`config.mk`:
```
export PLATFORM = sky130hd
export DESIGN_NAME = fxa_div_step
export DESIGN_NICKNAME = d
export VERILOG_FILES = /design/src/rtl/fxa_pkg.sv /design/src/rtl/fxa_div_step.sv
export SDC_FILE = /design/constraint.sdc
export NUM_CORES = 1
export LEC_CHECK = 0
export ABC_AREA = 1
export BUFFER_PORTS_ARGS = -buffer_cell sky130_fd_sc_hd__clkbuf_2
export CORE_AREA = 3 3 186 188
export CTS_CLUSTER_SIZE = 10
export DETAILED_ROUTE_END_ITERATION = 16
export DIE_AREA = 0 0 189 191
export PLACE_DENSITY_LB_ADDON = 0.1
export SLEW_MARGIN = 20
export SYNTH_ARGS = -nofsm -noshare
export SYNTH_HDL_FRONTEND = slang
export SYNTH_SLANG_ARGS = --single-unit
```
`constraint.sdc`:
```
create_clock -name clk -period 1.1 [get_ports clk]
set_clock_uncertainty 0.05 [all_clocks]
set_input_delay 0.22 -clock clk [delete_from_list [all_inputs] [get_ports clk]]
set_output_delay 0.22 -clock clk [all_outputs]
set_load 0.02 [all_outputs]
```
`src/rtl/fxa_pkg.sv`:
```
// Shared types, constants and saturation helpers for the fixed-point ALU.
package fxa_pkg;

	localparam int FRAC_BITS_DEF = 8;
	localparam int WORD_W = 32;
	localparam int QUO_W = 33;

	typedef enum logic [3:0] {
		OP_ADD = 4'd0,
		OP_SUB = 4'd1,
		OP_MUL = 4'd2,
		OP_DIV = 4'd3,
		OP_GT  = 4'd4,
		OP_LT  = 4'd5,
		OP_GE  = 4'd6,
		OP_LE  = 4'd7,
		OP_EQ  = 4'd8,
		OP_NE  = 4'd9,
		OP_MAX = 4'd10,
		OP_MIN = 4'd11,
		OP_INC = 4'd12,
		OP_DEC = 4'd13
	} op_t;

	typedef enum logic [1:0] {
		ST_OK   = 2'd0,
		ST_DIV0 = 2'd1,
		ST_OVF  = 2'd2
	} status_t;

	typedef struct packed {
		logic [31:0] res;
		status_t     status;
	} sat_t;

	// One item as it travels down the pipeline.
	typedef struct packed {
		op_t          op;
		logic         neg;
		logic [31:0]  res;
		logic         cmp;
		status_t      status;
		logic [63:0]  prod;
		logic [31:0]  mag_a;
		logic [31:0]  dvs;
		logic         dz;
		logic         ovf;
		logic [31:0]  rem;
		logic [QUO_W-1:0] quo;
	} pipe_t;

	function automatic sat_t pack_sat(input logic neg, input logic [63:0] mag);
		sat_t s;
		s.status = ST_OK;
		if (neg) begin
			if (mag > 64'h8000_0000) begin
				s.res = 32'h8000_0000;
				s.status = ST_OVF;
			end else begin
				s.res = 32'(64'd0 - mag);
			end
		end else begin
			if (mag > 64'h7FFF_FFFF) begin
				s.res = 32'h7FFF_FFFF;
				s.status = ST_OVF;
			end else begin
				s.res = mag[31:0];
			end
		end
		return s;
	endfunction

	function automatic sat_t clamp33(input logic signed [32:0] v);
		sat_t s;
		s.status = ST_OK;
		if (v > 33'sh0_7FFF_FFFF) begin
			s.res = 32'h7FFF_FFFF;
			s.status = ST_OVF;
		end else if (v < -33'sh0_8000_0000) begin
			s.res = 32'h8000_0000;
			s.status = ST_OVF;
		end else begin
			s.res = v[31:0];
		end
		return s;
	endfunction

endpackage

```
`src/rtl/fxa_div_step.sv`:
```
// One restoring-division stage: develops one quotient bit per register stage.
module fxa_div_step #(
	parameter int FRAC_BITS = fxa_pkg::FRAC_BITS_DEF,
	parameter int BIT = 0
) (
	input  logic           clk,
	input  logic           arst_n,
	input  logic           en,
	input  logic           in_valid,
	input  fxa_pkg::pipe_t pin,
	output logic           out_valid,
	output fxa_pkg::pipe_t pout
);
	import fxa_pkg::*;

	logic        nbit;
	logic [32:0] trial;
	logic        ge;
	pipe_t       nxt;

	// The dividend is the first magnitude shifted up by the fraction width.
	if (BIT >= FRAC_BITS) begin : g_nbit
		assign nbit = pin.mag_a[BIT-FRAC_BITS];
	end else begin : g_zero
		assign nbit = 1'b0;
	end

	assign trial = {pin.rem, nbit};
	assign ge = trial >= {1'b0, pin.dvs};

	always_comb begin
		nxt = pin;
		nxt.rem = ge ? 32'(trial - {1'b0, pin.dvs}) : trial[31:0];
		nxt.quo = {pin.quo[QUO_W-2:0], ge};
	end

	always_ff @(posedge clk or negedge arst_n) begin
		if (!arst_n) begin
			out_valid <= 1'b0;
		end else if (en) begin
			out_valid <= in_valid;
		end
	end

	always_ff @(posedge clk) begin
		if (en) pout <= nxt;
	end
endmodule

```
==> summary.txt <==
Pwr
  • Pleak: 9.29 nW
  • Sw Share: 27.9%
  • Sw power: 7.62 mW
  • Combinational share of power: 27.1%
  • Peak supply drop: 0.00106 V
  • Power Dens Cells: 1340 nW/um^2
  • Clock power frac: 31.9%
  • P_int: 19.7 mW
  • Share of power burned in registers: 41.0%

Route
  • Final routed DRC violation total: 0
  • TritonRoute pass-1 iters: 5
  • Final wirelength: 42.3 mm
  • Vias: 9760
  • Final ANT Viol Nets: 0
  • DRT iter0 DRCs: 396
  • Avg Vias per Cell: 4.39
  • DR WL/cell: 19.0 um

Critical path
  • Reg2Reg Depth: 1
  • CP endpoint kind: flop
  • Max incr delay on CP: 0.30 ns
  • Crit path launch type: input port
  • R2r endpoint: out_valid$_DFFE_PN0P_
  • Crit Path Category: input port to flop
  • CP required: 1.46 ns
  • CP max FO: 8
  • Worst r2r src: out_valid$_DFFE_PN0P_
  • Critical path arrival: 1.91 ns
  • Crit path launch: pin[96]
  • Crit path cell chain: buf_8 -> inv_4 -> ha_4 -> nand2_4 -> nor3_4 -> nand2_4 -> nor3_4 -> buf_6 -> nand2_8 -> buf_12 -> nand2_8 -> nand3_2 -> nand2_1
  • Worst R2R Setup Slack: 0.29 ns
  • Slowest-stage cell, CP: ha_4

Place
  • Placed cell area: 14300 sq um
  • Dpl ws: -1.20 ns
  • Placer Congestion: 0.862
  • DPL Wire Length: 28.9 mm
  • PortBufs: 473
  • Inst Count DP: 1918

GRT
  • GR Util All Layers: 21.1%
  • Vias in the first global route: 9681
  • Initial antenna violation count: 9
  • Global Route met1 Usage: 23.8%
  • First-pass GRT wire length: 58.2 mm
  • Global route hottest layer: met2
  • Total grt overflow: 0
  • Met2 GRT Util: 38.2%
  • Grt met3 use: 5.01%
  • Largest net degree at the start of global routing: 42

Yosys
  • Synthesized instance count: 884
  • Post-synthesis cell type count: 29
  • Biggest area consumer among synthesized cells: edfxtp_1
  • Synth Area per Inst: 11.6 sq um
  • Mapped Area: 10200 sq um
  • Syn nets: 1156
  • Yosys reg bits: 236
  • Seq/Total Area, Yosys: 69.2%
  • Top cells by area, synth: edfxtp_1 (69%), nand2_1 (10%), inv_1 (5.5%)
  • Top-area cell type share of the netlist area: 68.9%
  • Yosys warnings: 0

Die
  • Die width: 189 um
  • # IOs: 475
  • Initial Util: 30.8%
  • Die area: 36100 sq um
  • Core ar.: 33300 sq um
  • Num rows: 67
  • Die height: 191 um

Timing
  • Final worst-path cycle share: 141%
  • Unrepaired setup endpoints after global routing: true
  • F_max: 644 MHz
  • Pins Over Slew Limit: 0
  • Least-Margin Pin Slew: 0.320 ns
  • Setup violators final: 269
  • Final worst slack: -0.452 ns
  • Hold WS: 0.0301 ns
  • Rel. slew slack: 78.7%
  • Fin crit period: 1.55 ns
  • Final hold violation count: 0

CTS
  • CTS HTree Levels: 1
  • CTS Sinks: 236
  • CTS tree: built
  • CTS Buf Count: 29
  • Clock buffer depth: 3
  • CTS root buffer: clkbuf_16
  • Clock Pin Slew Worst Setup and Hold Paths: 0.06 ns
  • Worst-Skew Late Latency: 0.53 ns

Finish
  • Highest-count cells in the layout ignoring fill and taps: edfxtp_1 (235), clkbuf_2 (218), dlygate4sd3_1 (213)
  • Most common cell after layout, fill and taps aside: edfxtp_1
  • Non-Filler Cell Area, Final: 20300 sq um
  • FILL cells: 2709
  • FF+latch area: 7080 sq um
  • Area grow syn2layout: 98.6%
  • Layout cells sized above 1: 53.2%
  • Multi-input gate area: 3800 sq um
  • Final nets: 2028
  • Number of non-filler instances in the completed layout: 2224
  • Final Util: 61.1%

Worst hold path
  • HP Start: pin[62]
  • Hold Path Stages: 4
  • Worst Hold Class: input port to flop
  • Worst Hold Path EP: pout[63]$_DFFE_PP_

Run
  • Maxcap violations: 0

Status
  • Failing checks: negative setup slack
  • Status: finished, violations left
repair_timing:
item	CTS	global route
resized for setup	198	712
pin swaps	21	113
buffers inserted	8	22
setup endpoints to repair	269	269
hold buffers	213	0
endpoints found under the hold margin	212	0
gates cloned	4	8
Yosys cell counts:
cell and number:
a21oi_1 22, nand3_1 55, xnor2_1 1, dfrtp_1 1, fa_1 1, nand3b_1 10
nand2_1 276, edfxtp_1 235, buf_4 1, nand2_4 1, buf_6 2, a21o_1 2
nand2_2 3, buf_12 1, mux2_2 1, xor2_1 13, nand2_8 1, o21ai_0 1
inv_1 149, ha_1 32, and2_1 8, nor3_1 7, nand3_2 11, nand4_1 3
nor2_2 2, nor3_2 2, nor2_1 36, buf_2 6, nor2_4 1
power by group through the flow:
stage	clock network [mW]	registers (mW)	logic (mW)
6_report	8.72	11.2	7.41
5_1_grt	9.34	11.3	7.88
4_1_cts	8.99	11.1	6.22
3_5_place_dp	0	11.2	5.00
3_3_place_gp	0	11.2	4.98
2_1_floorplan	0	12.3	1.44
kinds of logic after synthesis:
group,after synthesis,share of synthesized area [%]
compound gates,25,1.27
xor+xnor,14,1.20
fa+ha+maj,33,4.11
buf+inv,159,6.25
flops,236,69.2
mux,1,0.110
simple gates,416,17.9
per-stage QoR:
stage	setup TNS [ns]	power, mW
6_report	-67.79	27.3
5_1_grt	-79.87	28.5
4_1_cts	-75.73	26.3
3_5_place_dp	-37.76	16.2
3_3_place_gp	-37.13	16.2
2_1_floorplan	-22.33	13.7
final cells by class:
| cell class | count | share of cell area [%] |
|---|---|---|
| Timing Repair Buffer | 846 | 36.6 |
| Sequential cell | 236 | 34.8 |
| Multi-Input combinational cell | 494 | 18.7 |
| Clock buffer | 41 | 3.94 |
| Inverter | 149 | 2.91 |
| Tap cell | 448 | 2.76 |
| Clock inverter | 5 | 0.240 |
| Antenna cell | 5 | 0.0615 |
worst max-delay path: cells and delay by family:
kind                       cells  cell delay, ns
adders and majority gates      1            0.30
buffers and inverters          4            0.40
and+or+nand+nor                8            0.98
per-layer routing:
layer  up-vias  routed length [um]
met5         -                  57
met4         8                2160
met3       107                2810
met2       338               22000
met1      4629               15400
li1       4678                   -
state kept, by name, indices dropped and copies added, names as in the netlist:
register	flops
out_valid	1
pout	235
worst max-delay path by stage:
stage | end | cells past startpoint
after global routing | pout[43]$_DFFE_PP_ | 13
after detailed placement | pout[34]$_DFFE_PP_ | 12
final | pout[58]$_DFFE_PP_ | 13
after floorplan | pout[49]$_DFFE_PP_ | 10
after CTS | pout[63]$_DFFE_PP_ | 14
after global placement | pout[56]$_DFFE_PP_ | 13
Power figures use the tool's default switching activity.
