File: config.mk
export PLATFORM = sky130hd
export DESIGN_NAME = fxa_front
export DESIGN_NICKNAME = d
export VERILOG_FILES = /design/src/rtl/fxa_pkg.sv /design/src/rtl/fxa_front.sv
export SDC_FILE = /design/constraint.sdc
export NUM_CORES = 2
export LEC_CHECK = 0
export ABC_AREA = 1
export BUFFER_PORTS_ARGS = -buffer_cell sky130_fd_sc_hd__buf_2
export CAP_MARGIN = 5
export CORE_ASPECT_RATIO = 2
export CORE_UTILIZATION = 58
export CTS_BUF_LIST = sky130_fd_sc_hd__clkbuf_16
export DETAILED_ROUTE_END_ITERATION = 10
export PLACE_DENSITY_LB_ADDON = 0.2
export SETUP_SLACK_MARGIN = 0.02
export SYNTH_ARGS = -nofsm -noshare
export SYNTH_HDL_FRONTEND = slang
export SYNTH_SLANG_ARGS = --single-unit
export TNS_END_PERCENT = 50
File: constraint.sdc
create_clock -name clk -period 6.8 [get_ports clk]
set_input_delay 0.34 -clock clk [delete_from_list [all_inputs] [get_ports clk]]
set_output_delay 0.34 -clock clk [all_outputs]
set_load 0.05 [all_outputs]
File: src/rtl/fxa_pkg.sv
// Shared types, constants and saturation helpers for the fixed-point ALU.
package fxa_pkg;

	localparam int FRAC_BITS_DEF = 8;
	localparam int WORD_W = 32;
	localparam int QUO_W = 33;

	typedef enum logic [3:0] {
		OP_ADD = 4'd0,
		OP_SUB = 4'd1,
		OP_MUL = 4'd2,
		OP_DIV = 4'd3,
		OP_GT  = 4'd4,
		OP_LT  = 4'd5,
		OP_GE  = 4'd6,
		OP_LE  = 4'd7,
		OP_EQ  = 4'd8,
		OP_NE  = 4'd9,
		OP_MAX = 4'd10,
		OP_MIN = 4'd11,
		OP_INC = 4'd12,
		OP_DEC = 4'd13
	} op_t;

	typedef enum logic [1:0] {
		ST_OK   = 2'd0,
		ST_DIV0 = 2'd1,
		ST_OVF  = 2'd2
	} status_t;

	typedef struct packed {
		logic [31:0] res;
		status_t     status;
	} sat_t;

	// One item as it travels down the pipeline.
	typedef struct packed {
		op_t          op;
		logic         neg;
		logic [31:0]  res;
		logic         cmp;
		status_t      status;
		logic [63:0]  prod;
		logic [31:0]  mag_a;
		logic [31:0]  dvs;
		logic         dz;
		logic         ovf;
		logic [31:0]  rem;
		logic [QUO_W-1:0] quo;
	} pipe_t;

	function automatic sat_t pack_sat(input logic neg, input logic [63:0] mag);
		sat_t s;
		s.status = ST_OK;
		if (neg) begin
			if (mag > 64'h8000_0000) begin
				s.res = 32'h8000_0000;
				s.status = ST_OVF;
			end else begin
				s.res = 32'(64'd0 - mag);
			end
		end else begin
			if (mag > 64'h7FFF_FFFF) begin
				s.res = 32'h7FFF_FFFF;
				s.status = ST_OVF;
			end else begin
				s.res = mag[31:0];
			end
		end
		return s;
	endfunction

	function automatic sat_t clamp33(input logic signed [32:0] v);
		sat_t s;
		s.status = ST_OK;
		if (v > 33'sh0_7FFF_FFFF) begin
			s.res = 32'h7FFF_FFFF;
			s.status = ST_OVF;
		end else if (v < -33'sh0_8000_0000) begin
			s.res = 32'h8000_0000;
			s.status = ST_OVF;
		end else begin
			s.res = v[31:0];
		end
		return s;
	endfunction

endpackage

File: src/rtl/fxa_front.sv
// Front stages: operand decode, simple operations, multiplier and divider setup.
module fxa_front #(
	parameter int FRAC_BITS = fxa_pkg::FRAC_BITS_DEF
) (
	input  logic               clk,
	input  logic               arst_n,
	input  logic               en,
	input  logic               in_valid,
	input  logic [3:0]         operation,
	input  logic signed [31:0] operand_a,
	input  logic signed [31:0] operand_b,
	output logic               valid_s2,
	output fxa_pkg::pipe_t     pipe_s2
);
	import fxa_pkg::*;

	localparam int SH = QUO_W - FRAC_BITS;

	pipe_t       nxt;
	pipe_t       nxt2;
	pipe_t       pipe_s1;
	logic        valid_s1;
	sat_t        sat;
	logic [31:0] rem0;

	always_comb begin
		nxt = '0;
		nxt.op = op_t'(operation);
		nxt.neg = operand_a[31] ^ operand_b[31];
		nxt.mag_a = operand_a[31] ? 32'(-operand_a) : operand_a;
		nxt.dvs = operand_b[31] ? 32'(-operand_b) : operand_b;
		nxt.status = ST_OK;
		sat = '0;
		case (op_t'(operation))
			OP_ADD: sat = clamp33(33'(operand_a) + 33'(operand_b));
			OP_SUB: sat = clamp33(33'(operand_a) - 33'(operand_b));
			OP_INC: sat = clamp33(33'(operand_a) + 33'sd1);
			OP_DEC: sat = clamp33(33'(operand_a) - 33'sd1);
			OP_MAX: sat.res = (operand_a >= operand_b) ? operand_a : operand_b;
			OP_MIN: sat.res = (operand_a >= operand_b) ? operand_b : operand_a;
			OP_GT:  nxt.cmp = operand_a > operand_b;
			OP_LT:  nxt.cmp = operand_a < operand_b;
			OP_GE:  nxt.cmp = operand_a >= operand_b;
			OP_LE:  nxt.cmp = operand_a <= operand_b;
			OP_EQ:  nxt.cmp = operand_a == operand_b;
			OP_NE:  nxt.cmp = operand_a != operand_b;
			OP_DIV: begin
				nxt.dz = (operand_b == 32'sd0);
				if (operand_b == 32'sd0) sat.status = ST_DIV0;
			end
			default: sat = '0;
		endcase
		nxt.res = sat.res;
		nxt.status = sat.status;
	end

	always_ff @(posedge clk or negedge arst_n) begin
		if (!arst_n) begin
			valid_s1 <= 1'b0;
		end else if (en) begin
			valid_s1 <= in_valid;
		end
	end

	always_ff @(posedge clk) begin
		if (en) pipe_s1 <= nxt;
	end

	// The dividend's top bits start the remainder; the quotient overflows if they already reach the divisor.
	assign rem0 = 32'(pipe_s1.mag_a >> SH);

	always_comb begin
		nxt2 = pipe_s1;
		nxt2.prod = 64'(pipe_s1.mag_a) * 64'(pipe_s1.dvs);
		nxt2.rem = rem0;
		nxt2.ovf = rem0 >= pipe_s1.dvs;
		nxt2.quo = '0;
	end

	always_ff @(posedge clk or negedge arst_n) begin
		if (!arst_n) begin
			valid_s2 <= 1'b0;
		end else if (en) begin
			valid_s2 <= valid_s1;
		end
	end

	always_ff @(posedge clk) begin
		if (en) pipe_s2 <= nxt2;
	end
endmodule

==> out/metrics.cfg, run 1 <==
[run_status]
status = stopped before the end
terminating_stage_of_the_flow = 5_1_grt
stop_error = [ERROR GRT-0116] Global routing finished with congestion. Check the congestion regions in the DRC Viewer.

[placed_design]
gpl.final_weighted_congestion = 1.16
io_buffers = 249
dpl.hpwl_um = 208000

[global_route]
largest_net_degree_at_the_start_of_global_routing = 96
vias_in_the_first_global_route = 65400
global_route.usage.total_pct = 73.4
grt_pass1_wl_um = 510000
grt.overflow.total = 1182

[synthesis]
yosysUniqueCellTypes = 52
synth-main-ff-cell = edfxtp_1
synth.top_cells.by_count = nand2_1, inv_1, fa_1
yosys-top-cells-area = fa_1, edfxtp_1, nand2_1
avgSynthCellArea_um2 = 7.66
synth_xor_xnor_area_share_pct = 2.40
ys_ff_latch = 277
syn-instance-count = 7060
synth-adder-area-share_pct = 41.3
dominant_combinational_cell_family_by_area_after_synthesis = adder cells
synth_area_in_compound_gates_pct = 4.33
syn-cell-area_um2 = 54100
synth.area.mux_share_pct = 0
leading_cell_type_by_number_of_instances_after_synthesis = nand2_1
synth_enable_flop_cells = 275
synth-simple-area-share_pct = 20.7
synth.top_cell.area_share_pct = 33.2
synthesis.yosys.warnings = 0
synth_area_leader_cell = fa_1
ys_seq_area_share_pct = 15.4
async_reset_ff_share_pct = 0.722

[clock_tree]
clockBufferDepth = 3
cts_root_buf = clkbuf_16
h-tree-depth = 1
cts_buf_count = 29
cts.sink_count = 277

[floorplan]
die_x_um = 218
die-height_um = 434
floorplan.initialDensity_pct = 58.4
num_io_pins = 308
core.rowCount = 158

[cell families after synthesis]
kind of cell	count (synthesis)
and+or+nand+nor	2769
buffers and inverters	2198
adders and majority gates	1244
AOI/OAI and AO/OA	423
DFF	277
xor gates and xnor gates	148
other	1
[metal layers]
metal,overflow,track usage (%)
met1,2,70.4
met2,754,95.4
met3,19,52.9
met4,400,78.3
met5,7,16.6
[per-stage QoR]
stage | area [um^2] | setup WS (ps) | util [%] | instances | setup TNS [ps]
4_1_cts | 63400 | -344 | 68.6 | 8887 | -6250
3_5_place_dp | 60500 | -779 | 65.4 | 8753 | -15470
3_3_place_gp | 60500 | -703 | 65.4 | 8753 | -11850
2_1_floorplan | 54300 | 53.0 | - | 7117 | 0
[timing repair]
item,4_1_cts
buffers inserted,71
gates resized for setup,319
hold buffers,8
cloned,5
endpoints found under the hold margin,8
pin swaps,135
endpoints found under the setup margin,41
==> run 2, diff against run 1 <==
--- a/config.mk
+++ b/config.mk
@@ -8,12 +8,9 @@
 export ABC_AREA = 1
 export BUFFER_PORTS_ARGS = -buffer_cell sky130_fd_sc_hd__buf_2
 export CAP_MARGIN = 5
-export CORE_ASPECT_RATIO = 2
-export CORE_UTILIZATION = 58
-export CTS_BUF_LIST = sky130_fd_sc_hd__clkbuf_16
+export CORE_UTILIZATION = 40
 export DETAILED_ROUTE_END_ITERATION = 10
-export PLACE_DENSITY_LB_ADDON = 0.2
-export SETUP_SLACK_MARGIN = 0.02
+export PLACE_DENSITY_LB_ADDON = 0.15
 export SYNTH_ARGS = -nofsm -noshare
 export SYNTH_HDL_FRONTEND = slang
 export SYNTH_SLANG_ARGS = --single-unit
==> constraint.sdc (replaced) <==
create_clock -name clk -period 8.8 [get_ports clk]
set_input_delay 0.44 -clock clk [delete_from_list [all_inputs] [get_ports clk]]
set_output_delay 0.44 -clock clk [all_outputs]
set_load 0.05 [all_outputs]
==> out/metrics.cfg, run 2 <==
[run_status]
status = finished clean

[clock_tree]
worst_skew_pair.late_latency_ps = 630
postCtsResizedCells = 0
path_clk_slew_ps = 70
cts_buf_count = 38
clockBufferDepth = 3
tritoncts = yes
h-tree-depth = 2
cts.sink_count = 277
post-cts-setup-buffer-count = 0
cts_root_buf = clkbuf_16

[cells_and_area]
mostFrequentLayoutCell = nand2_1
synthToLayoutAreaGrowth_pct = 8.29
max_flop_register = pipe_s2
design_area_um2 = 58600
finish.utilization_pct = 43.8
share_of_cells_above_drive_strength_1_pct = 7.17
final_nets = 8509
largest_reg_flops = 170
layout.cells.most_common_list = nand2_1, inv_1, fa_1, nor2_1, ha_1

[global_route]
vias_in_the_first_global_route = 47500
grt.overflow.total = 0
largest_net_degree_at_the_start_of_global_routing = 135
grt_antenna_before_repair = 9
grt_pass1_wl_um = 308000
global_route.usage.total_pct = 30.8

[sta]
final_sum_of_negative_setup_slack_ps = 0
max_clock_freq_mhz = 121
report.final.hold_viol_count = 0
slew_headroom_pct = 5.25
number_of_pins_exceeding_their_max_slew_limit_in_the_final_report = 0
layout_worst_path_cycle_share_pct = 94.2
final_setup_violations = 0
grt_setup_unrepaired = false
setup_clock_skew_after_layout_ps = 36.6
tightestPinTransition_ps = 1420
period_minus_slack_ps = 8290

[synthesis]
synth-main-ff-cell = edfxtp_1
syn-instance-count = 7060
synth_area_leader_cell = fa_1
yosys-top-cells-area = fa_1, edfxtp_1, nand2_1
synth.top_cells.by_count = nand2_1, inv_1, fa_1
ys_ff_latch = 277
async_reset_ff_share_pct = 0.722
leading_cell_type_by_number_of_instances_after_synthesis = nand2_1
avgSynthCellArea_um2 = 7.66
synthesis.yosys.warnings = 0
synth.top_cell.area_share_pct = 33.2
ys_seq_area_share_pct = 15.4
yosysUniqueCellTypes = 52
syn-cell-area_um2 = 54100
synth_enable_flop_cells = 275

[drt]
number_of_detailed_routing_iterations_run_before_antenna_repair = 8
initialDrtViolationCount = 3480
vias_per_cell = 5.10
routed_wirelength_um = 210000
detail_route.wl_per_cell_um = 23.3
vias = 45900
route.detailed.drc = 0
detail-route-antenna-nets = 0

[floorplan]
core-area_um2 = 134000
dieArea_um2 = 137000
floorplan.initialDensity_pct = 40.4
die_x_um = 370
num_io_pins = 308
core.rowCount = 134
die-height_um = 370

[worst_setup_path]
crit_type = reg -> reg
slowest_stage = edfxtp_1
worst-r2r-setup-slack_ps = 510
path_common_cell = fa_1
timing.critical_path.to_type = register
cp_top_family = adder cells
cp.required_ps = 9150
cp-start-kind = register
timing.critical_path.slowest_cell_delay_ps = 1280
critical_path.cell_chain = buf_4 -> nand2_1 -> fa_1 -> inv_1 -> fa_1 -> fa_1 -> fa_1 -> fa_1 -> fa_1 -> fa_1 -> ha_1 -> ha_1 -> a21oi_1 -> inv_1 -> a31oi_1 -> o21ai_0 -> a21oi_1 -> nand3_1 -> a21oi_1 -> o21ai_0 -> xor2_1
worst_ep_arrival_time_ps = 8630
critical_path_peak_fanout = 22
critical_path.n_buffers_inverters = 3

[min_path]
holdCritPathClass = in -> reg

[placed_design]
io_buffers = 249
gpl.final_weighted_congestion = 1.00
dpl.hpwl_um = 174000
place_area_um2 = 57300

[flow_run]
maxCapViolCount = 0

[run 2: cell counts after synthesis]
Identical to the previous run, type by type.
[run 2: final cells by class]
type	count	area, um^2
antenna	3	7.51
clock buffer	41	962
clock inverter	27	241
fill	13900	75200
inverter	1814	6810
multi-input combinational	4642	37400
sequential	277	8310
tap	1768	2210
timing repair buffer	420	2630
[run 2: final timing paths]
path                            from           end  cells after the start
setup / recovery            nxt2[90]  pipe_s2[192]                     21
hold / removal              in_valid      valid_s1                      3
setup reg to reg            nxt2[90]  pipe_s2[192]                     21
hold reg to reg            nxt2[204]  pipe_s2[204]                      0
max in group asynchronous     arst_n      valid_s2                      2
min in group asynchronous     arst_n      valid_s1                      2
[run 2: logic make-up (layout without fill, tap and decap cells)]
logic type	Yosys count	count (layout)	share of synthesized area, %
AOI/OAI and AO/OA	423	423	4.33
xor gates and xnor gates	148	148	2.40
adders and majority gates	1244	1244	41.3
buffers and inverters	2198	2302	15.9
DFF	277	277	15.4
other	1	61	0.00693
and+or+nand+nor	2769	2769	20.7
[run 2: layer usage]
| metal | up-vias | share of wire, % | track usage [%] |
|---|---|---|---|
| met5 | - | 0.011 | 0 |
| met2 | 1695 | 49 | 54.0 |
| met3 | 471 | 5.5 | 3.08 |
| met1 | 22800 | 38 | 36.7 |
| li1 | 20900 | - | - |
| met4 | 4 | 6.8 | 17.6 |
[run 2: stage by stage]
step | worst slack [ps] | hold WS (ps) | instances
finish | 515 | 55.5 | 8992
global route | 257 | 59.0 | 8990
CTS | 597 | 13.3 | 8989
detailed placement | 629 | 229 | 8920
global placement | 652 | 227 | 8919
floorplan | 1970 | 144 | 7117
[run 2: worst min-delay path, delay by kind of cell]
kind | cells | cell delay, ps
buf+inv | 1 | 70
compound gates | 1 | 60
simple gates | 1 | 40
[run 2: timing repair]
action	in CTS	in global routing
setup endpoints to repair	0	0
hold endpoints to repair	2	0
hold buffers	1	0
Power of run 2 is not shown: default switching activity piles up to over one toggle a cycle in this logic, so the estimate is an artifact.
