`src/rtl/fxa_pkg.sv`:
```
// Shared types, constants and saturation helpers for the fixed-point ALU.
package fxa_pkg;

	localparam int FRAC_BITS_DEF = 8;
	localparam int WORD_W = 32;
	localparam int QUO_W = 33;

	typedef enum logic [3:0] {
		OP_ADD = 4'd0,
		OP_SUB = 4'd1,
		OP_MUL = 4'd2,
		OP_DIV = 4'd3,
		OP_GT  = 4'd4,
		OP_LT  = 4'd5,
		OP_GE  = 4'd6,
		OP_LE  = 4'd7,
		OP_EQ  = 4'd8,
		OP_NE  = 4'd9,
		OP_MAX = 4'd10,
		OP_MIN = 4'd11,
		OP_INC = 4'd12,
		OP_DEC = 4'd13
	} op_t;

	typedef enum logic [1:0] {
		ST_OK   = 2'd0,
		ST_DIV0 = 2'd1,
		ST_OVF  = 2'd2
	} status_t;

	typedef struct packed {
		logic [31:0] res;
		status_t     status;
	} sat_t;

	// One item as it travels down the pipeline.
	typedef struct packed {
		op_t          op;
		logic         neg;
		logic [31:0]  res;
		logic         cmp;
		status_t      status;
		logic [63:0]  prod;
		logic [31:0]  mag_a;
		logic [31:0]  dvs;
		logic         dz;
		logic         ovf;
		logic [31:0]  rem;
		logic [QUO_W-1:0] quo;
	} pipe_t;

	function automatic sat_t pack_sat(input logic neg, input logic [63:0] mag);
		sat_t s;
		s.status = ST_OK;
		if (neg) begin
			if (mag > 64'h8000_0000) begin
				s.res = 32'h8000_0000;
				s.status = ST_OVF;
			end else begin
				s.res = 32'(64'd0 - mag);
			end
		end else begin
			if (mag > 64'h7FFF_FFFF) begin
				s.res = 32'h7FFF_FFFF;
				s.status = ST_OVF;
			end else begin
				s.res = mag[31:0];
			end
		end
		return s;
	endfunction

	function automatic sat_t clamp33(input logic signed [32:0] v);
		sat_t s;
		s.status = ST_OK;
		if (v > 33'sh0_7FFF_FFFF) begin
			s.res = 32'h7FFF_FFFF;
			s.status = ST_OVF;
		end else if (v < -33'sh0_8000_0000) begin
			s.res = 32'h8000_0000;
			s.status = ST_OVF;
		end else begin
			s.res = v[31:0];
		end
		return s;
	endfunction

endpackage

```
`src/rtl/fxa_finish.sv`:
```
// Final stage: rounding and saturation of product and quotient, output register.
module fxa_finish #(
	parameter int FRAC_BITS = fxa_pkg::FRAC_BITS_DEF
) (
	input  logic               clk,
	input  logic               arst_n,
	input  logic               en,
	input  logic               in_valid,
	input  fxa_pkg::pipe_t     pin,
	output logic               valid_q,
	output logic signed [31:0] result_q,
	output logic               cmp_q,
	output logic [1:0]         status_q
);
	import fxa_pkg::*;

	localparam logic [63:0] HALF = 64'd1 << (FRAC_BITS - 1);

	logic [63:0] mul_mag;
	logic [33:0] div_mag;
	sat_t        sat;

	assign mul_mag = (pin.prod + HALF) >> FRAC_BITS;
	// Round half away from zero: bump when twice the remainder reaches the divisor.
	assign div_mag = 34'(pin.quo) + 34'({pin.rem, 1'b0} >= {1'b0, pin.dvs});

	always_comb begin
		sat.res = pin.res;
		sat.status = pin.status;
		case (pin.op)
			OP_MUL: sat = pack_sat(pin.neg, mul_mag);
			OP_DIV: begin
				if (!pin.dz) begin
					sat = pack_sat(pin.neg, pin.ovf ? 64'hFFFF_FFFF_FFFF : 64'(div_mag));
				end
			end
			default: sat = sat;
		endcase
	end

	always_ff @(posedge clk or negedge arst_n) begin
		if (!arst_n) begin
			valid_q <= 1'b0;
		end else if (en) begin
			valid_q <= in_valid;
		end
	end

	always_ff @(posedge clk) begin
		if (en) begin
			result_q <= sat.res;
			cmp_q <= pin.cmp;
			status_q <= sat.status;
		end
	end
endmodule

```
`config.mk`:
```
export PLATFORM = sky130hd
export DESIGN_NAME = fxa_finish
export DESIGN_NICKNAME = d
export VERILOG_FILES = /design/src/rtl/fxa_pkg.sv /design/src/rtl/fxa_finish.sv
export SDC_FILE = /design/constraint.sdc
export NUM_CORES = 1
export LEC_CHECK = 0
export BUFFER_PORTS_ARGS = -buffer_cell sky130_fd_sc_hd__buf_2
export CAP_MARGIN = 25
export CORE_MARGIN = 2
export CORE_UTILIZATION = 56
export DETAILED_ROUTE_END_ITERATION = 8
export PLACE_DENSITY = 0.89
export RECOVER_POWER = 100
export SYNTH_ARGS = -nofsm -noshare
export SYNTH_HDL_FRONTEND = slang
export SYNTH_SLANG_ARGS = --single-unit
```
`constraint.sdc`:
```
create_clock -name clk -period 1.4 [get_ports clk]
set_input_delay 0.14 -clock clk [delete_from_list [all_inputs] [get_ports clk]]
set_output_delay 0.14 -clock clk [all_outputs]
set_load 0.05 [all_outputs]
```
==> results.sh, run 1 <==
export IMPL_yosysSeqAreaShare_pct=14.3
export IMPL_start_util_pct=57.2
export IMPL_synth_warnings=0
export IMPL_grt_first_pass_wirelength_mm=89.2
export IMPL_root_buffer="clkbuf_16"
export IMPL_first_error="[ERROR GRT-0116] Global routing finished with congestion. Check the congestion regions in the DRC Viewer."
export IMPL_io_buffers=235
export IMPL_die_w_um=120
export IMPL_async_flop_share_pct=2.78
export IMPL_failing_step="global routing"
export IMPL_syn_area_um2=7540
export IMPL_syn_nets=1285
export IMPL_die_h_um=120
export IMPL_grt_max_degree=24
export IMPL_synth_edff_count=35
export IMPL_dp_hpwl_mm=29.0
export IMPL_outcome="did not finish"
export IMPL_row_count=42
export IMPL_clock_path_buffers=2
export IMPL_grtUsageTotal_pct=81.3
export IMPL_io_pins=275
export IMPL_grt_pass1_vias=15100
export IMPL_synth_main_ff_cell="edfxtp_1"
export IMPL_htreeDepth=2
export IMPL_cts_buffers=5
export IMPL_gp_congestion=1.06
export IMPL_synth_distinct_cells=84
export IMPL_grt_overflow_total=120
export IMPL_syn_instance_count=1007
export IMPL_synth_seq_cells=36
export IMPL_synth_avg_cell_area_um2=7.49
export IMPL_place_area_um2=11700
export IMPL_cts_sinks=36
==> logic make-up after synthesis <==
logic type | share of synthesized area, %
compound gates | 23.3
xor+xnor | 11.3
fa+ha+maj | 6.47
buf+inv | 5.74
flops | 14.3
mux | 2.72
simple gates | 36.2
==> synth_stat cells, types with 5 or more instances <==
cell	count	area (µm²)
nand3_1	52	260
o21a_1	5	37.5
a32oi_1	5	43.8
or2_2	9	56.3
nor2b_1	7	43.8
a211oi_1	6	45.0
o221ai_2	7	105
ha_1	39	488
nand3_2	6	60.1
and3_1	22	138
o21ai_0	31	155
nor4_1	30	188
nor3_1	37	185
edfxtp_1	35	1050
and2_1	11	68.8
clkbuf_1	42	158
a21oi_1	44	220
a31oi_1	7	43.8
o211ai_1	9	67.6
o31ai_1	8	60.1
o21bai_1	5	37.5
a211o_1	7	61.3
o221ai_1	19	166
nand2b_1	7	43.8
xnor2_1	69	604
inv_1	45	169
or4_1	16	120
a22o_1	16	140
xor2_1	28	245
o22ai_1	5	31.3
buf_2	9	45.0
and4_1	11	96.3
a21o_1	24	180
or3_1	13	81.3
nand2_1	95	357
nor2_1	57	214
and4b_1	5	50.1
nand4_1	61	382
mux2i_1	16	160
==> per-stage QoR <==
step	setup WS, ns	instances	hold WS, ns	utilization, %	setup TNS [ns]
3_5_place_dp	-4.15	1720	-0.0818	89.0	-133.52
4_1_cts	-3.54	1743	0.0360	92.9	-114.22
2_1_floorplan	-3.35	1007	-0.156	-	-106.77
3_3_place_gp	-3.70	1720	-0.0843	89.0	-120.56
==> what timing repair did <==
action / in CTS
setup endpoints to repair: 33
pin swaps: 14
setup buffers: 13
hold buffers: 1
gates cloned: 2
gates resized for setup: 37
hold endpoints to repair: 1
==> per-layer routing <==
metal | global-route usage, % | GRT overflow
met1 | 77.6 | 4
met2 | 96.7 | 67
met3 | 68.9 | 3
met4 | 85.7 | 46
met5 | 40.4 | 0
==> run 2: changes to the inputs <==
--- a/config.mk
+++ b/config.mk
@@ -8,9 +8,9 @@
 export BUFFER_PORTS_ARGS = -buffer_cell sky130_fd_sc_hd__buf_2
 export CAP_MARGIN = 25
 export CORE_MARGIN = 2
-export CORE_UTILIZATION = 56
+export CORE_UTILIZATION = 40
 export DETAILED_ROUTE_END_ITERATION = 8
-export PLACE_DENSITY = 0.89
+export PLACE_DENSITY_LB_ADDON = 0.15
 export RECOVER_POWER = 100
 export SYNTH_ARGS = -nofsm -noshare
 export SYNTH_HDL_FRONTEND = slang
==> results.sh, run 2 <==
export IMPL_outcome="finished, violations left"
export IMPL_failed_checks="negative setup slack"
export IMPL_syn_area_um2=7540
export IMPL_synth_warnings=0
export IMPL_dp_cells=1805
export IMPL_reg_top3="result_q (32), status_q (2)"
export IMPL_place_area_um2=12000
export IMPL_gp_congestion=0.954
export IMPL_num_fill_cells=1668
export IMPL_postRouteAntennaNets=0
export IMPL_nNetsFinal=1871
export IMPL_die_area_um2=20000
export IMPL_die_w_um=141
export IMPL_netlist_area_leader_share_pct=13.9
export IMPL_fmax_mhz=211
export IMPL_slew_viol_final=0
export IMPL_first_pass_iters=5
export IMPL_routed_via_density=5.66
export IMPL_vias=10300
export IMPL_cts_buffers=5
export IMPL_cts_sinks=36
export IMPL_worstSetupPathType="input pin to register"
export IMPL_crit_arrival_ns=4.76
export IMPL_drive_above_1_share_pct=44.8
export IMPL_core_area_um2=18600
export IMPL_antenna_cells=0
export IMPL_startpoint="pin[71]"
export IMPL_syn2layout_area_growth_pct=66.0
export IMPL_yosysSeqAreaShare_pct=14.3
export IMPL_path_clk_slew_ns=0.05
export IMPL_synth_most_common_cell="nand2_1"
export IMPL_stdcell_count=1827
export IMPL_start_kind="input pin"
export IMPL_syn_instance_count=1007
export IMPL_crit_fanout=5
export IMPL_drtIter0Drc=573
export IMPL_htreeDepth=2
export IMPL_drc=0
export IMPL_grt_first_pass_wirelength_mm=49.0
export IMPL_synth_seq_cells=36
export IMPL_drt_total_wl_mm=31.0
export IMPL_row_count=50
export IMPL_dp_hpwl_mm=25.9
export IMPL_cap_violations=0
export IMPL_syn_nets=1285
export IMPL_grt_pass1_vias=9786
export IMPL_area_sequential_um2=1080
export IMPL_grtUsageTotal_pct=30.0
export IMPL_fin_ws_ns=-3.34
export IMPL_stdcell_area_um2=12500
export IMPL_worstSetupEndpointType="register"
export IMPL_ir_drop_v=0.000476
export IMPL_synth_distinct_cells=84
export IMPL_synth_main_ff_cell="edfxtp_1"
export IMPL_rsz0062_at_grt="yes"
export IMPL_multi_input_area_um2=6470
export IMPL_hp_start="pin[197]"
export IMPL_grt_overflow_total=0
export IMPL_io_pins=275
export IMPL_die_h_um=141
export IMPL_hold_class="input pin to register"
export IMPL_fin_crit_sh_pct=339
export IMPL_root_buffer="clkbuf_16"
export IMPL_grt_max_degree=37
export IMPL_largest_register_ffs=32
export IMPL_top_register="result_q"
export IMPL_synth_avg_cell_area_um2=7.49
export IMPL_synth_area_leaders="edfxtp_1 (14%), xnor2_1 (8.0%), ha_1 (6.5%)"
export IMPL_async_flop_share_pct=2.78
export IMPL_layout_min_cycle_time_ns=4.74
export IMPL_yosysTopAreaCell="edfxtp_1"
export IMPL_clock_path_buffers=2
export IMPL_synth_common_cells="nand2_1 (95), xnor2_1 (69), nand4_1 (61)"
export IMPL_io_buffers=235
export IMPL_r2r_start="valid_q$_DFFE_PN0P_"
export IMPL_synth_edff_count=35
export IMPL_finalClockSkew_ns=0
export IMPL_cellPowerDensity_nw_per_um2=434
export IMPL_setup_violations_final=33
export IMPL_cts_tree="done"
export IMPL_start_util_pct=40.6
export IMPL_slew_headroom_pct=33.8
export IMPL_totalPowerFinal_mw=5.44
export IMPL_antenna_found_initial=0
export IMPL_required_ns=1.41
export IMPL_max_slew_worst_pin_slew_ns=0.993
export IMPL_final_common_cell="buf_4"
export IMPL_final_cell_mix="buf_4 (387), buf_2 (193), nand2_1 (94), xnor2_1 (69), nand4_1 (61)"
export IMPL_wl_per_cell_um=17.0
export IMPL_p_leak_nw=5.62
export IMPL_hold_viol=0
export IMPL_clk_latency_ns=0.28
[run 2: cell counts after synthesis]
No cell type changed its count.
[run 2: cells by family (layout without fill, tap and decap cells)]
group | Yosys count | count (layout) | synth area share [%]
multiplexers | 20 | 20 | 2.72
AND/OR/NAND/NOR | 475 | 475 | 36.2
flip-flops | 36 | 36 | 14.3
XOR/XNOR | 97 | 97 | 11.3
AO/OA/AOI/OAI | 235 | 235 | 23.3
buffers and inverters | 105 | 691 | 5.74
adder cells (fa/ha/maj) | 39 | 39 | 6.47
[run 2: per-layer routing]
metal	track usage (%)	up-vias	part of all wire (%)
met5	0	-	0
met4	8.95	0	3.3
met3	2.87	71	6.0
met2	51.7	402	47
met1	39.9	4804	44
li1	-	5060	-
[run 2: cell type report]
| cell class | instances | share of cell area (%) |
|---|---|---|
| clock inverters | 2 | 0.0600 |
| multi-input cells | 866 | 51.7 |
| well taps | 234 | 2.34 |
| clock buffers | 5 | 0.999 |
| repair buffers | 639 | 34.9 |
| inverters | 45 | 1.49 |
| flip-flops and latches | 36 | 8.59 |
[run 2: through the flow]
| stage | setup TNS (ns) | setup WS, ns | hold slack (ns) | utilization [%] |
|---|---|---|---|---|
| 3_5_place_dp | -121.72 | -3.82 | -0.0844 | 64.7 |
| 2_1_floorplan | -106.77 | -3.35 | -0.156 | - |
| 3_3_place_gp | -116.68 | -3.66 | -0.0856 | 64.7 |
| 6_report | -107.32 | -3.34 | 0.0367 | 67.4 |
| 4_1_cts | -107.27 | -3.32 | 0.0355 | 67.1 |
| 5_1_grt | -116.85 | -3.60 | 0.0310 | 67.4 |
[run 2: path summary, 6_finish.rpt]
path,endpoint,slack (ns),cells after the start
worst max-delay path,result_q[19]$_DFFE_PP_,-3.34,24
worst min-delay path,cmp_q$_DFFE_PP_,0.04,1
worst max register to register,valid_q$_DFFE_PN0P_,0.66,1
worst min register to register,valid_q$_DFFE_PN0P_,0.51,1
max in group asynchronous,valid_q$_DFFE_PN0P_,1.14,2
min in group asynchronous,valid_q$_DFFE_PN0P_,0.17,2
[run 2: critical path, cell delays in order]
cell,delay [ns]
buf_8,0.09
inv_12,0.03
ha_4,0.25
nand4_1,0.10
nor2_2,0.13
a211o_1,0.11
a21o_1,0.12
a21oi_2,0.05
o21ai_1,0.17
a21oi_2,0.09
o31a_1,0.24
o211ai_1,0.25
ha_2,0.26
buf_4,0.12
and3_2,0.24
nand3_1,0.12
or4b_4,0.53
a211oi_4,0.32
nand4_1,0.15
buf_4,0.18
or4_4,0.51
o21a_1,0.21
o22ai_2,0.21
o221ai_4,0.14
[run 2: timing repair]
item | 4_1_cts | 5_1_grt
hold buffers | 1 | 0
setup buffers | 11 | 3
endpoints found under the hold margin | 1 | 0
gates cloned | 2 | 1
endpoints found under the setup margin | 33 | 33
pin swaps | 40 | 22
resized for setup | 34 | 19
[run 2: report_power, final]
group	switching (mW)	internal [mW]	leakage [nW]
Combinational	1.67	1.38	5.20
Clock	0.410	0.636	0.0648
Sequential	0.0373	1.30	0.353
Note: power is estimated with default switching activity, not from simulation.
